`src/rtl/core/tcfqs_pkg.sv`:
```
// Package: shared constants, types and the class decode for the three-class queue scheduler.
`default_nettype none

package tcfqs_pkg;

  // Storage geometry
  localparam int unsigned QUEUE_DEPTH = 16;
  localparam int unsigned JOB_WIDTH   = 64;
  localparam int unsigned JOB_PORT_W  = 64;
  localparam int unsigned PTR_W       = (QUEUE_DEPTH > 1) ? $clog2(QUEUE_DEPTH) : 1;
  localparam int unsigned CNT_W       = $clog2(QUEUE_DEPTH + 1);
  localparam int unsigned NUM_CLASSES = 3;

  // Budget reload values of the weighted round robin
  localparam logic [1:0] NORMAL_BUDGET_FULL = 2'd2;
  localparam logic [1:0] NORMAL_BUDGET_ONE  = 2'd1;
  localparam logic       LOW_BUDGET_ONE     = 1'b1;

  // Request priority codes
  localparam logic [1:0] PRIO_HIGH   = 2'd0;
  localparam logic [1:0] PRIO_NORMAL = 2'd1;
  localparam logic [1:0] PRIO_LOW    = 2'd2;
  localparam logic [1:0] PRIO_ALT    = 2'd3;

  typedef enum logic {
    OP_ENQ  = 1'b0,
    OP_RECV = 1'b1
  } op_e;

  typedef enum logic [1:0] {
    CLS_HIGH   = 2'd0,
    CLS_NORMAL = 2'd1,
    CLS_LOW    = 2'd2
  } cls_e;

  // Command handed from the front to the back
  typedef struct packed {
    op_e                  op;
    cls_e                 cls;
    logic [JOB_WIDTH-1:0] job;
  } cmd_t;

  // Map a request priority to its queue; the spare code lands in normal
  function automatic cls_e prio_to_cls(input logic [1:0] prio);
    cls_e cls;
    unique case (prio)
      PRIO_HIGH:   cls = CLS_HIGH;
      PRIO_LOW:    cls = CLS_LOW;
      PRIO_NORMAL: cls = CLS_NORMAL;
      PRIO_ALT:    cls = CLS_NORMAL;
      default:     cls = CLS_NORMAL;
    endcase
    return cls;
  endfunction

endpackage

`default_nettype wire

```
`src/rtl/core/tcfqs_front.sv`:
```
// Front end: accepts transactions, classifies them and buffers commands in a two-entry queue.
`default_nettype none

module tcfqs_front (
  input  wire logic                          clk_i,
  input  wire logic                          rst_ni,
  input  wire logic                          in_valid_i,
  output logic                               in_ready_o,
  input  wire logic                          mode_i,
  input  wire logic [1:0]                    priority_req_i,
  input  wire logic [63:0]                   job_in_i,
  output logic                               cmd_valid_o,
  input  wire logic                          cmd_ready_i,
  output tcfqs_pkg::cmd_t                    cmd_o
);
  import tcfqs_pkg::*;

  cmd_t       slot_q [2];
  logic       wr_ptr_q, wr_ptr_d;
  logic       rd_ptr_q, rd_ptr_d;
  logic [1:0] cnt_q, cnt_d;
  logic       push, pop;
  cmd_t       cmd_new;

  // Classify the incoming transaction
  always_comb begin
    cmd_new.op  = mode_i ? OP_RECV : OP_ENQ;
    cmd_new.cls = prio_to_cls(priority_req_i);
    cmd_new.job = job_in_i[JOB_WIDTH-1:0];
  end

  assign in_ready_o  = (cnt_q != 2'd2);
  assign cmd_valid_o = (cnt_q != 2'd0);
  assign cmd_o       = slot_q[rd_ptr_q];

  assign push = in_valid_i && in_ready_o;
  assign pop  = cmd_valid_o && cmd_ready_i;

  // Queue pointer and fill count
  always_comb begin
    wr_ptr_d = push ? ~wr_ptr_q : wr_ptr_q;
    rd_ptr_d = pop  ? ~rd_ptr_q : rd_ptr_q;
    cnt_d    = cnt_q;
    if (push && !pop) begin
      cnt_d = cnt_q + 2'd1;
    end else if (pop && !push) begin
      cnt_d = cnt_q - 2'd1;
    end
  end

  always_ff @(posedge clk_i or negedge rst_ni) begin
    if (!rst_ni) begin
      wr_ptr_q <= 1'b0;
      rd_ptr_q <= 1'b0;
      cnt_q    <= 2'd0;
    end else begin
      wr_ptr_q <= wr_ptr_d;
      rd_ptr_q <= rd_ptr_d;
      cnt_q    <= cnt_d;
    end
  end

  // Command slots, payload only
  always_ff @(posedge clk_i) begin
    if (push) begin
      slot_q[wr_ptr_q] <= cmd_new;
    end
  end

endmodule

`default_nettype wire

```
`src/rtl/core/tcfqs_back.sv`:
```
// Back end: three job FIFOs, the strict-priority plus weighted round-robin pick and the result register.
`default_nettype none

module tcfqs_back (
  input  wire logic                          clk_i,
  input  wire logic                          rst_ni,
  input  wire logic                          cmd_valid_i,
  output logic                               cmd_ready_o,
  input  wire tcfqs_pkg::cmd_t               cmd_i,
  output logic                               out_valid_o,
  input  wire logic                          out_ready_i,
  output logic                               ok_o,
  output logic [63:0]                        job_out_o
);
  import tcfqs_pkg::*;

  logic [PTR_W-1:0]     head_q [NUM_CLASSES];
  logic [PTR_W-1:0]     tail_q [NUM_CLASSES];
  logic [CNT_W-1:0]     cnt_q  [NUM_CLASSES];
  logic [JOB_WIDTH-1:0] rd_data_q [NUM_CLASSES];
  logic [NUM_CLASSES-1:0] not_empty, full;

  logic [1:0] nb_q, nb_d;
  logic       lb_q, lb_d;

  logic       out_valid_q;
  logic       out_ok_q;
  logic       out_rd_q;
  cls_e       out_cls_q;

  logic       fire;
  logic       push_en;
  logic       pop_en;
  cls_e       pop_cls;
  logic       op_ok;

  // Queue status
  always_comb begin
    for (int c = 0; c < NUM_CLASSES; c++) begin
      not_empty[c] = (cnt_q[c] != '0);
      full[c]      = (cnt_q[c] == CNT_W'(QUEUE_DEPTH));
    end
  end

  assign cmd_ready_o = !out_valid_q || out_ready_i;
  assign fire        = cmd_valid_i && cmd_ready_o;

  // Pick the queue to serve and the budget updates
  always_comb begin
    push_en = 1'b0;
    pop_en  = 1'b0;
    pop_cls = CLS_HIGH;
    nb_d    = nb_q;
    lb_d    = lb_q;
    if (cmd_i.op == OP_ENQ) begin
      push_en = !full[cmd_i.cls];
    end else begin
      priority if (not_empty[CLS_HIGH]) begin
        pop_en  = 1'b1;
        pop_cls = CLS_HIGH;
      end else if (not_empty[CLS_NORMAL] && (nb_q != 2'd0)) begin
        pop_en  = 1'b1;
        pop_cls = CLS_NORMAL;
        nb_d    = nb_q - 2'd1;
        lb_d    = LOW_BUDGET_ONE;
      end else if (not_empty[CLS_LOW] && lb_q) begin
        pop_en  = 1'b1;
        pop_cls = CLS_LOW;
        lb_d    = 1'b0;
        nb_d    = NORMAL_BUDGET_FULL;
      end else if (not_empty[CLS_NORMAL]) begin
        pop_en  = 1'b1;
        pop_cls = CLS_NORMAL;
        nb_d    = NORMAL_BUDGET_ONE;
        lb_d    = LOW_BUDGET_ONE;
      end else if (not_empty[CLS_LOW]) begin
        pop_en  = 1'b1;
        pop_cls = CLS_LOW;
        lb_d    = LOW_BUDGET_ONE;
      end
    end
    op_ok = push_en || pop_en;
  end

  // Per-class storage, pointers and counts
  for (genvar c = 0; c < NUM_CLASSES; c++) begin : g_fifo
    logic [JOB_WIDTH-1:0] mem_q [QUEUE_DEPTH];
    logic                 do_push, do_pop;

    assign do_push = fire && push_en && (cmd_i.cls == cls_e'(c));
    assign do_pop  = fire && pop_en  && (pop_cls == cls_e'(c));

    always_ff @(posedge clk_i) begin
      if (do_push) begin
        mem_q[tail_q[c]] <= cmd_i.job;
      end
      if (do_pop) begin
        rd_data_q[c] <= mem_q[head_q[c]];
      end
    end

    always_ff @(posedge clk_i or negedge rst_ni) begin
      if (!rst_ni) begin
        head_q[c] <= '0;
        tail_q[c] <= '0;
        cnt_q[c]  <= '0;
      end else begin
        if (do_push) begin
          tail_q[c] <= (tail_q[c] == PTR_W'(QUEUE_DEPTH - 1)) ? '0 : tail_q[c] + 1'b1;
          cnt_q[c]  <= cnt_q[c] + 1'b1;
        end
        if (do_pop) begin
          head_q[c] <= (head_q[c] == PTR_W'(QUEUE_DEPTH - 1)) ? '0 : head_q[c] + 1'b1;
          cnt_q[c]  <= cnt_q[c] - 1'b1;
        end
      end
    end
  end

  // Budgets and result register control
  always_ff @(posedge clk_i or negedge rst_ni) begin
    if (!rst_ni) begin
      nb_q        <= NORMAL_BUDGET_FULL;
      lb_q        <= LOW_BUDGET_ONE;
      out_valid_q <= 1'b0;
    end else begin
      if (fire) begin
        nb_q        <= nb_d;
        lb_q        <= lb_d;
        out_valid_q <= 1'b1;
      end else if (out_ready_i) begin
        out_valid_q <= 1'b0;
      end
    end
  end

  // Result payload
  always_ff @(posedge clk_i) begin
    if (fire) begin
      out_ok_q  <= op_ok;
      out_rd_q  <= pop_en;
      out_cls_q <= pop_cls;
    end
  end

  // Returned job comes straight from the registered FIFO read
  always_comb begin
    job_out_o = '0;
    if (out_rd_q) begin
      unique case (out_cls_q)
        CLS_HIGH:   job_out_o = JOB_PORT_W'(rd_data_q[CLS_HIGH]);
        CLS_NORMAL: job_out_o = JOB_PORT_W'(rd_data_q[CLS_NORMAL]);
        CLS_LOW:    job_out_o = JOB_PORT_W'(rd_data_q[CLS_LOW]);
        default:    job_out_o = '0;
      endcase
    end
  end

  assign out_valid_o = out_valid_q;
  assign ok_o        = out_ok_q;

  // Checks
  a_cnt_bound: assert property (@(posedge clk_i) disable iff (!rst_ni)
    (cnt_q[CLS_HIGH] <= CNT_W'(QUEUE_DEPTH)) && (cnt_q[CLS_NORMAL] <= CNT_W'(QUEUE_DEPTH))
    && (cnt_q[CLS_LOW] <= CNT_W'(QUEUE_DEPTH)))
    else $error("queue count beyond depth");

  a_nb_bound: assert property (@(posedge clk_i) disable iff (!rst_ni)
    nb_q <= NORMAL_BUDGET_FULL)
    else $error("normal budget out of range");

  a_high_keeps_budget: assert property (@(posedge clk_i) disable iff (!rst_ni)
    fire && (cmd_i.op == OP_RECV) && not_empty[CLS_HIGH] |=> $stable(nb_q) && $stable(lb_q))
    else $error("high-class pop changed a budget");

  a_rd_implies_ok: assert property (@(posedge clk_i) disable iff (!rst_ni)
    out_valid_q && out_rd_q |-> out_ok_q)
    else $error("returned job without ok");

endmodule

`default_nettype wire

```
`src/rtl/core/three_class_forward_queue_scheduler.sv`:
```
// Path: an accepted transaction is held in the two-entry command queue of the front end, then
// the back end registers its result; a stall on the output can hold either step.
// Throughput: one enqueue or receive per cycle while the output is not stalled; the back end serves
// one command per cycle from the command queue; the FIFO read is registered into the result stage.
// Reset: asynchronous, active low; all queues empty, normal budget 2, low budget 1.
// FIFO contents are not cleared by reset; entries are only read after being written.
`default_nettype none

module three_class_forward_queue_scheduler (
  input  wire logic        clk_i,
  input  wire logic        rst_ni,
  input  wire logic        in_valid_i,
  output logic             in_ready_o,
  input  wire logic        mode_i,
  input  wire logic [1:0]  priority_req_i,
  input  wire logic [63:0] job_in_i,
  output logic             out_valid_o,
  input  wire logic        out_ready_i,
  output logic             ok_o,
  output logic [63:0]      job_out_o
);
  import tcfqs_pkg::*;

  logic cmd_valid;
  logic cmd_ready;
  cmd_t cmd;

  // Accept and classify
  tcfqs_front u_front (
    .clk_i          (clk_i),
    .rst_ni         (rst_ni),
    .in_valid_i     (in_valid_i),
    .in_ready_o     (in_ready_o),
    .mode_i         (mode_i),
    .priority_req_i (priority_req_i),
    .job_in_i       (job_in_i),
    .cmd_valid_o    (cmd_valid),
    .cmd_ready_i    (cmd_ready),
    .cmd_o          (cmd)
  );

  // Queues, arbitration and result
  tcfqs_back u_back (
    .clk_i       (clk_i),
    .rst_ni      (rst_ni),
    .cmd_valid_i (cmd_valid),
    .cmd_ready_o (cmd_ready),
    .cmd_i       (cmd),
    .out_valid_o (out_valid_o),
    .out_ready_i (out_ready_i),
    .ok_o        (ok_o),
    .job_out_o   (job_out_o)
  );

endmodule

`default_nettype wire

```
`config.mk`:
```
export PLATFORM = sky130hd
export DESIGN_NAME = three_class_forward_queue_scheduler
export DESIGN_NICKNAME = d
export VERILOG_FILES = /design/src/rtl/core/tcfqs_pkg.sv /design/src/rtl/core/tcfqs_front.sv /design/src/rtl/core/tcfqs_back.sv /design/src/rtl/core/three_class_forward_queue_scheduler.sv
export SDC_FILE = /design/constraint.sdc
export NUM_CORES = 2
export LEC_CHECK = 0
export BUFFER_PORTS_ARGS = -buffer_cell sky130_fd_sc_hd__buf_2
export CAP_MARGIN = 20
export CORE_UTILIZATION = 55
export CTS_CLUSTER_SIZE = 16
export DETAILED_ROUTE_END_ITERATION = 16
export PLACE_DENSITY = 0.72
export SLEW_MARGIN = 30
export SYNTH_ARGS = -nofsm -noshare
export SYNTH_HDL_FRONTEND = slang
export SYNTH_SLANG_ARGS = --single-unit
```
`constraint.sdc`:
```
create_clock -name clk_i -period 7.24 [get_ports clk_i]
set_input_delay 0.724 -clock clk_i [delete_from_list [all_inputs] [get_ports clk_i]]
set_output_delay 0.724 -clock clk_i [all_outputs]
set_load 0.005 [all_outputs]
```
; ---- Word level (Yosys, flattened, before mapping)
; Memories as Yosys holds them, arrays and structs flattened.
; Index checks and enable logic that the tools add are counted.
[totals]
reg_bits = 51
mem_bits_rw = 3398
in_bits = 71
output_inout_bits = 67
elab_cells = 164
n_memories = 5
[classes]
addsub = 15
n_lt_le_gt_ge = 1
n_eq_ne = 19
muxes = 62
n_bitwise = 3
reduce_logical = 41
[memory_table]
columns = memory, words, word_bits, rd, rd_clocked_by_memory_dff, wr, line
row1 = u_back.g_fifo[0].mem_q, 16, 64, 1, 0, 1, tcfqs_back.sv:87  ; logic [JOB_WIDTH-1:0] mem_q [QUEUE_DEPTH];
row2 = u_back.g_fifo[1].mem_q, 16, 64, 1, 0, 1, tcfqs_back.sv:87
row3 = u_back.g_fifo[2].mem_q, 16, 64, 1, 0, 1, tcfqs_back.sv:87
row4 = u_back.rd_data_q, 3, 64, 3, 0, 1, tcfqs_back.sv:20  ; logic [JOB_WIDTH-1:0] rd_data_q [NUM_CLASSES];
row5 = u_front.slot_q, 2, 67, 1, 0, 1, tcfqs_front.sv:18  ; cmd_t slot_q [2];
[op_table]
columns = cell, count
row1 = two-way mux 64 bit, 3
row2 = one-hot mux 64 bit (3 select lines), 1
row3 = OR reduction 64 bit, 2
row4 = two-way mux 1 bit, 31
row5 = two-way mux 5 bit, 6
row6 = two-way mux 2 bit, 13
row7 = "adder 4 x 1 -> 4 bit, second input constant", 6
row8 = "equality test 4 bit, second input constant", 6
row9 = two-way mux 4 bit, 6
row10 = "adder 5 x 1 -> 5 bit, second input constant", 3
row11 = "equality test 5 bit, second input constant", 3
row12 = nonzero test 5 bit, 3
row13 = "subtractor 5 x 1 -> 5 bit, second input constant", 3
row14 = logical AND 1 bit, 14
row15 = nonzero test 2 bit, 7
row16 = "equality test 2 bit, second input constant", 5
row17 = "equality test 2 x 1 -> 1 bit, second input constant", 4
row18 = zero test 2 bit, 4
row19 = AND reduction 4 bit, 2
row20 = one-hot mux 2 bit (3 select lines), 1
row21 = zero test 1 bit, 4
row22 = nonzero test 4 bit, 1
row23 = "subtractor 2 x 1 -> 2 bit, second input constant", 2
row24 = "< comparator 2 x 3 -> 1 bit, second input constant", 1
row25 = 7 further kinds, 10

; ---- Depth between registers and ports, before layout
[depth]
depth_word = 14
mapped_depth = 11
ltp_nobuf = 11

; ---- By module
; A second synthesis with hierarchy kept.
[unflattened]
cells_unflattened = 6246
area_unflattened_um2 = 131937.8
[by_module_without_submodules]
columns = mod, instances, cells_each, area_per_inst_um2
row1 = tcfqs_back, 1, 6017, 126807.9
row2 = tcfqs_front, 1, 229, 5129.9

; ---- Least setup slack after synthesis
; OpenSTA, ideal clock, no wires.
[synth_path]
path_type = input -> register
from = in out_ready_i
to = mem u_back.g_fifo[0].mem_q[5][0] (enable)
arrival_time_ps = 6068
required_time_ps = 6662
slack_ps = 593
cell_stages = 4
path_buffers = 0
cell_sequence = nor2b_1 > nor3_2 > nand4_1 > nor3b_1
[synth_between]
elab_chain_len = 6
[synth_lines]
columns = element, line
row1 = from (decl), three_class_forward_queue_scheduler.sv:18  ; input wire logic out_ready_i,
row2 = logical OR 1 bit, tcfqs_back.sv:45  ; assign cmd_ready_o = !out_valid_q || out_ready_i;
row3 = logical AND 1 bit, tcfqs_back.sv:46  ; assign fire = cmd_valid_i && cmd_ready_o;
row4 = logical AND 1 bit (2 in a row), tcfqs_back.sv:90  ; assign do_push = fire && push_en && (cmd_i.cls == cls_e'(c));
row5 = two-way mux 1 bit, tcfqs_back.sv:94  ; if (do_push) begin
row6 = two-way mux 1 bit (not written as such), tcfqs_back.sv:95  ; mem_q[tail_q[c]] <= cmd_i.job;
row7 = to (decl), tcfqs_back.sv:87
; Every way passes these cells.

; ---- Final worst setup path
[layout_path]
from = reg u_back.out_cls_q[1]
to = out job_out_o[0]
[layout_between]
elab_chain_len = 3
word_cells_on_any_way = 5
cone_classes = 2 x eq/ne / 2 x mux / 1 x reduce/logical
[layout_lines]
columns = element, line
row1 = from (decl), tcfqs_back.sv:29  ; cls_e out_cls_q;
row2 = from (signal assigned), tcfqs_back.sv:142  ; out_cls_q <= pop_cls;
row3 = equality test 2 bit (tied with other cells), tcfqs_back.sv:150  ; unique case (out_cls_q)
row4 = one-hot mux 64 bit (3 select lines) (*), tcfqs_back.sv:150
row5 = two-way mux 64 bit (*), tcfqs_back.sv:149  ; if (out_rd_q) begin
row6 = to (decl), three_class_forward_queue_scheduler.sv:20  ; output logic [63:0] job_out_o
; Every way passes the cells marked *; elsewhere a longest branch is shown, timed or not.

==> results.json <==
{
  "status": "finished, final reports clean",
  "drt-initial-drc-count": 9733,
  "place_ws_ns": 2.81,
  "netlist_instances": 6739,
  "clock_path_buffers": 4,
  "finalHoldViolCount": 0,
  "vias": 68934,
  "drt_pre_antenna_iters": 6,
  "first_global_vias": 67159,
  "arrival_ns": 4.09,
  "ys_seq_area_frac": 0.780,
  "gp_congestion": 0.890,
  "die_x_um": 493,
  "antenna_found_initial": 26,
  "cts_root_buf": "clkbuf_16",
  "place.detailed.hpwl_mm": 200,
  "via_per_inst": 6.54,
  "grt-ovfl-total": 0,
  "worstReg2RegEnd": "u_back.g_fifo[1].mem_q[11][45]",
  "maxSlewViolCount": 0,
  "critPathLaunchType": "flip-flop",
  "wl_mm": 351,
  "syn-num-nets": 6839,
  "num_rows": 179,
  "dp.cells": 9849,
  "total_power_mw": 57.6,
  "crit_chain": "buf_4, buf_4, mux2i_1, buf_4, o21ai_0, and2_1, buf_2",
  "cp-startpoint": "u_back.out_cls_q[1]",
  "cp_slowest_cell": "buf_4",
  "fp.dieH_um": 493,
  "hp-class": "in2reg",
  "fin_cells": 10543,
  "cts_sinks": 3449,
  "yosysMostFrequentCell": "edfxtp_1",
  "period_share": 0.666,
  "fmax_mhz": 208,
  "busiest_layer": "met2",
  "r2r_start": "u_front.rd_ptr_q",
  "tns_ns": 0,
  "ff2ff_path_depth": 6,
  "crit_type": "reg2out",
  "path_delay_family": "buffers and inverters",
  "pin_count": 138,
  "postSynthAreaPerCell_um2": 19.7,
  "use_met3": 0.0614,
  "use_met1": 0.392,
  "total_leakage_power_nw": 47.7,
  "synth_top_cell_area_share": 0.771,
  "crit_cells": 7,
  "start_util": 0.555,
  "wire_per_inst_um": 33.3,
  "period_minus_slack_ns": 4.82,
  "grtUsageTotal": 0.287,
  "cts_buffers": 351,
  "synth_common_cells": "edfxtp_1 (3402), mux2i_1 (646), o21ai_0 (464)",
  "ys.flop_type": "edfxtp_1",
  "critPathCapture": "job_out_o[0]",
  "synth_area_leader_cell": "edfxtp_1",
  "worst_pin_slew_ns": 1.06,
  "powerDensity_nw_per_um2": 385,
  "syn-cell-area_um2": 133000,
  "max_stage_delay_ns": 0.76,
  "cts_tree": "built",
  "synth_edf_count": 3402,
  "setup_viol": 0,
  "worst_slack_ns": 2.42,
  "max_slew_margin": 0.290,
  "grt_max_degree": 137,
  "cts_max_level": 5,
  "ys_types": 51,
  "grt_setup_unrepaired": "no",
  "fin_nets": 7207,
  "crit_fanout": 34,
  "cap_violations": 0,
  "grt_pass1_wl_mm": 491,
  "clk_pin_slew_worst_paths_ns": 0.06,
  "skew_ns": 0.0756,
  "design.die.area_um2": 243000,
  "critPathRequiredTime_ns": 6.52,
  "synth_seq_cells": 3449,
  "coreArea_um2": 239000,
  "synthArstFlopShare": 0.0136,
  "synth_area_leaders": "edfxtp_1 (77%), mux4_2 (6.5%), mux2i_1 (4.9%)",
  "antenna_left": 0,
  "layout-drive-gt1-share": 0.206,
  "synth_warnings": 0,
  "peakVddDrop_v": 0.000405,
  "endpoint_kind": "primary output",
  "drc": 0,
  "area_delta_synth_final_pct": 13.0,
  "critical_path_buf_inv_count": 4,
  "portBuffers": 137,
  "crit_top_cell": "buf_4",
  "clock_latency_ns": 0.98,
  "r2r_slack_ns": 2.90,
  "met2_usage": 0.444
}
[sequential cells by signal (all words and copies together), names as in the netlist]
register,flops
u_back.cnt_q,15
u_back.g_fifo.mem_q,3072
u_back.out_valid_o,1
u_front.slot_q,134
u_back.nb_q,2
u_back.ok_o,1
u_back.rd_data_q,192
u_front.rd_ptr_q,1
u_front.wr_ptr_q,1
u_back.tail_q,12
u_front.cnt_q,2
u_back.out_cls_q,2
u_back.head_q,12
u_back.out_rd_q,1
u_back.lb_q,1
[worst reg2reg max path, stage by stage, from the launching register on]
cell and delay (ns):
dfrtp_4 0.63, mux2_2 0.42, nor3_2 0.46, and3_1 0.55, nand2_1 0.37, nor2_4 0.74
buf_4 0.70
[logic make-up after synthesis]
kind of cell / after synthesis / share of synthesized area
simple gates: 473 / 0.0164
xor+xnor: 23 / 0.00152
mux: 1293 / 0.136
buf+inv: 392 / 0.0123
fa+ha+maj: 29 / 0.00291
flops: 3449 / 0.780
compound gates: 1080 / 0.0506
[per-layer routing]
metal	share of wire	vias up	wire [µm]
met5	0.00020	-	71
met4	0.058	6	20200
met3	0.11	708	37500
met2	0.46	4173	163000
met1	0.37	35732	130000
li1	-	28315	-
[area by class of cell]
type / instances / area, µm²
Timing Repair Buffer: 380 / 3260
Clock buffer: 441 / 9310
Multi-Input combinational cell: 2898 / 27900
Tap cell: 3167 / 3960
Clock inverter: 172 / 1770
Antenna cell: 9 / 22.5
Sequential cell: 3449 / 103000
Fill cell: 16048 / 89100
Inverter: 27 / 109
[stage by stage]
step                      hold slack, ns  instance area (µm²)   util
after CTS                        0.00436               149000  0.626
final                             0.0701               150000  0.627
after floorplan                    0.428               133000      -
after global routing              0.0244               150000  0.627
after global placement             0.480               137000  0.575
after detailed placement           0.511               138000  0.577
[how the worst min path moves through the flow]
stage	startpoint	to	slack, ns	cells after the start
6_report	job_in_i[4]	u_front.slot_q[0][4]	0.07	1
5_1_grt	job_in_i[4]	u_front.slot_q[1][4]	0.02	1
4_1_cts	job_in_i[4]	u_front.slot_q[0][4]	0.004	1
3_5_place_dp	u_front.cnt_q[1]	u_front.cnt_q[1]	0.51	1
3_3_place_gp	u_front.cnt_q[1]	u_front.cnt_q[1]	0.48	1
2_1_floorplan	rst_ni	u_back.cnt_q[0]	0.43	0
[repair_timing]
action                     CTS  global route
setup endpoints to repair    0             0
hold buffers                65             0
hold endpoints to repair   173             0
buffers inserted             0             0
resized for setup            0             0
[placed cells by master (no fill, tap or decap), drive strengths merged, types with 3 or more instances in the layout]
master	instances
and2	85
o31ai	4
ha	26
o21ai	464
nor2b	8
dfrtp	45
dlygate4sd3	65
fa	3
nor3b	4
nor4	3
inv	34
edfxtp	3402
mux4	384
a22oi	192
and3	19
nand2	290
clkinv	121
buf	315
a21oi	203
mux2	263
nand4	3
bufinv	37
nor3	11
a21o	10
nor2	27
o32ai	3
xor2	7
clkbuf	441
a221oi	192
clkinvlp	7
mux2i	646
nand3	14
a311oi	3
nand2b	7
xnor2	16
diode	9
[where the power goes]
group / internal, mW / switching [mW] / leakage [nW]
Clock: 10.4 / 7.30 / 5.42
Combinational: 4.46 / 9.30 / 11.1
Sequential: 25.3 / 0.870 / 31.2
Total: 40.1 / 17.5 / 47.7
(Power assumes the default switching activity.)
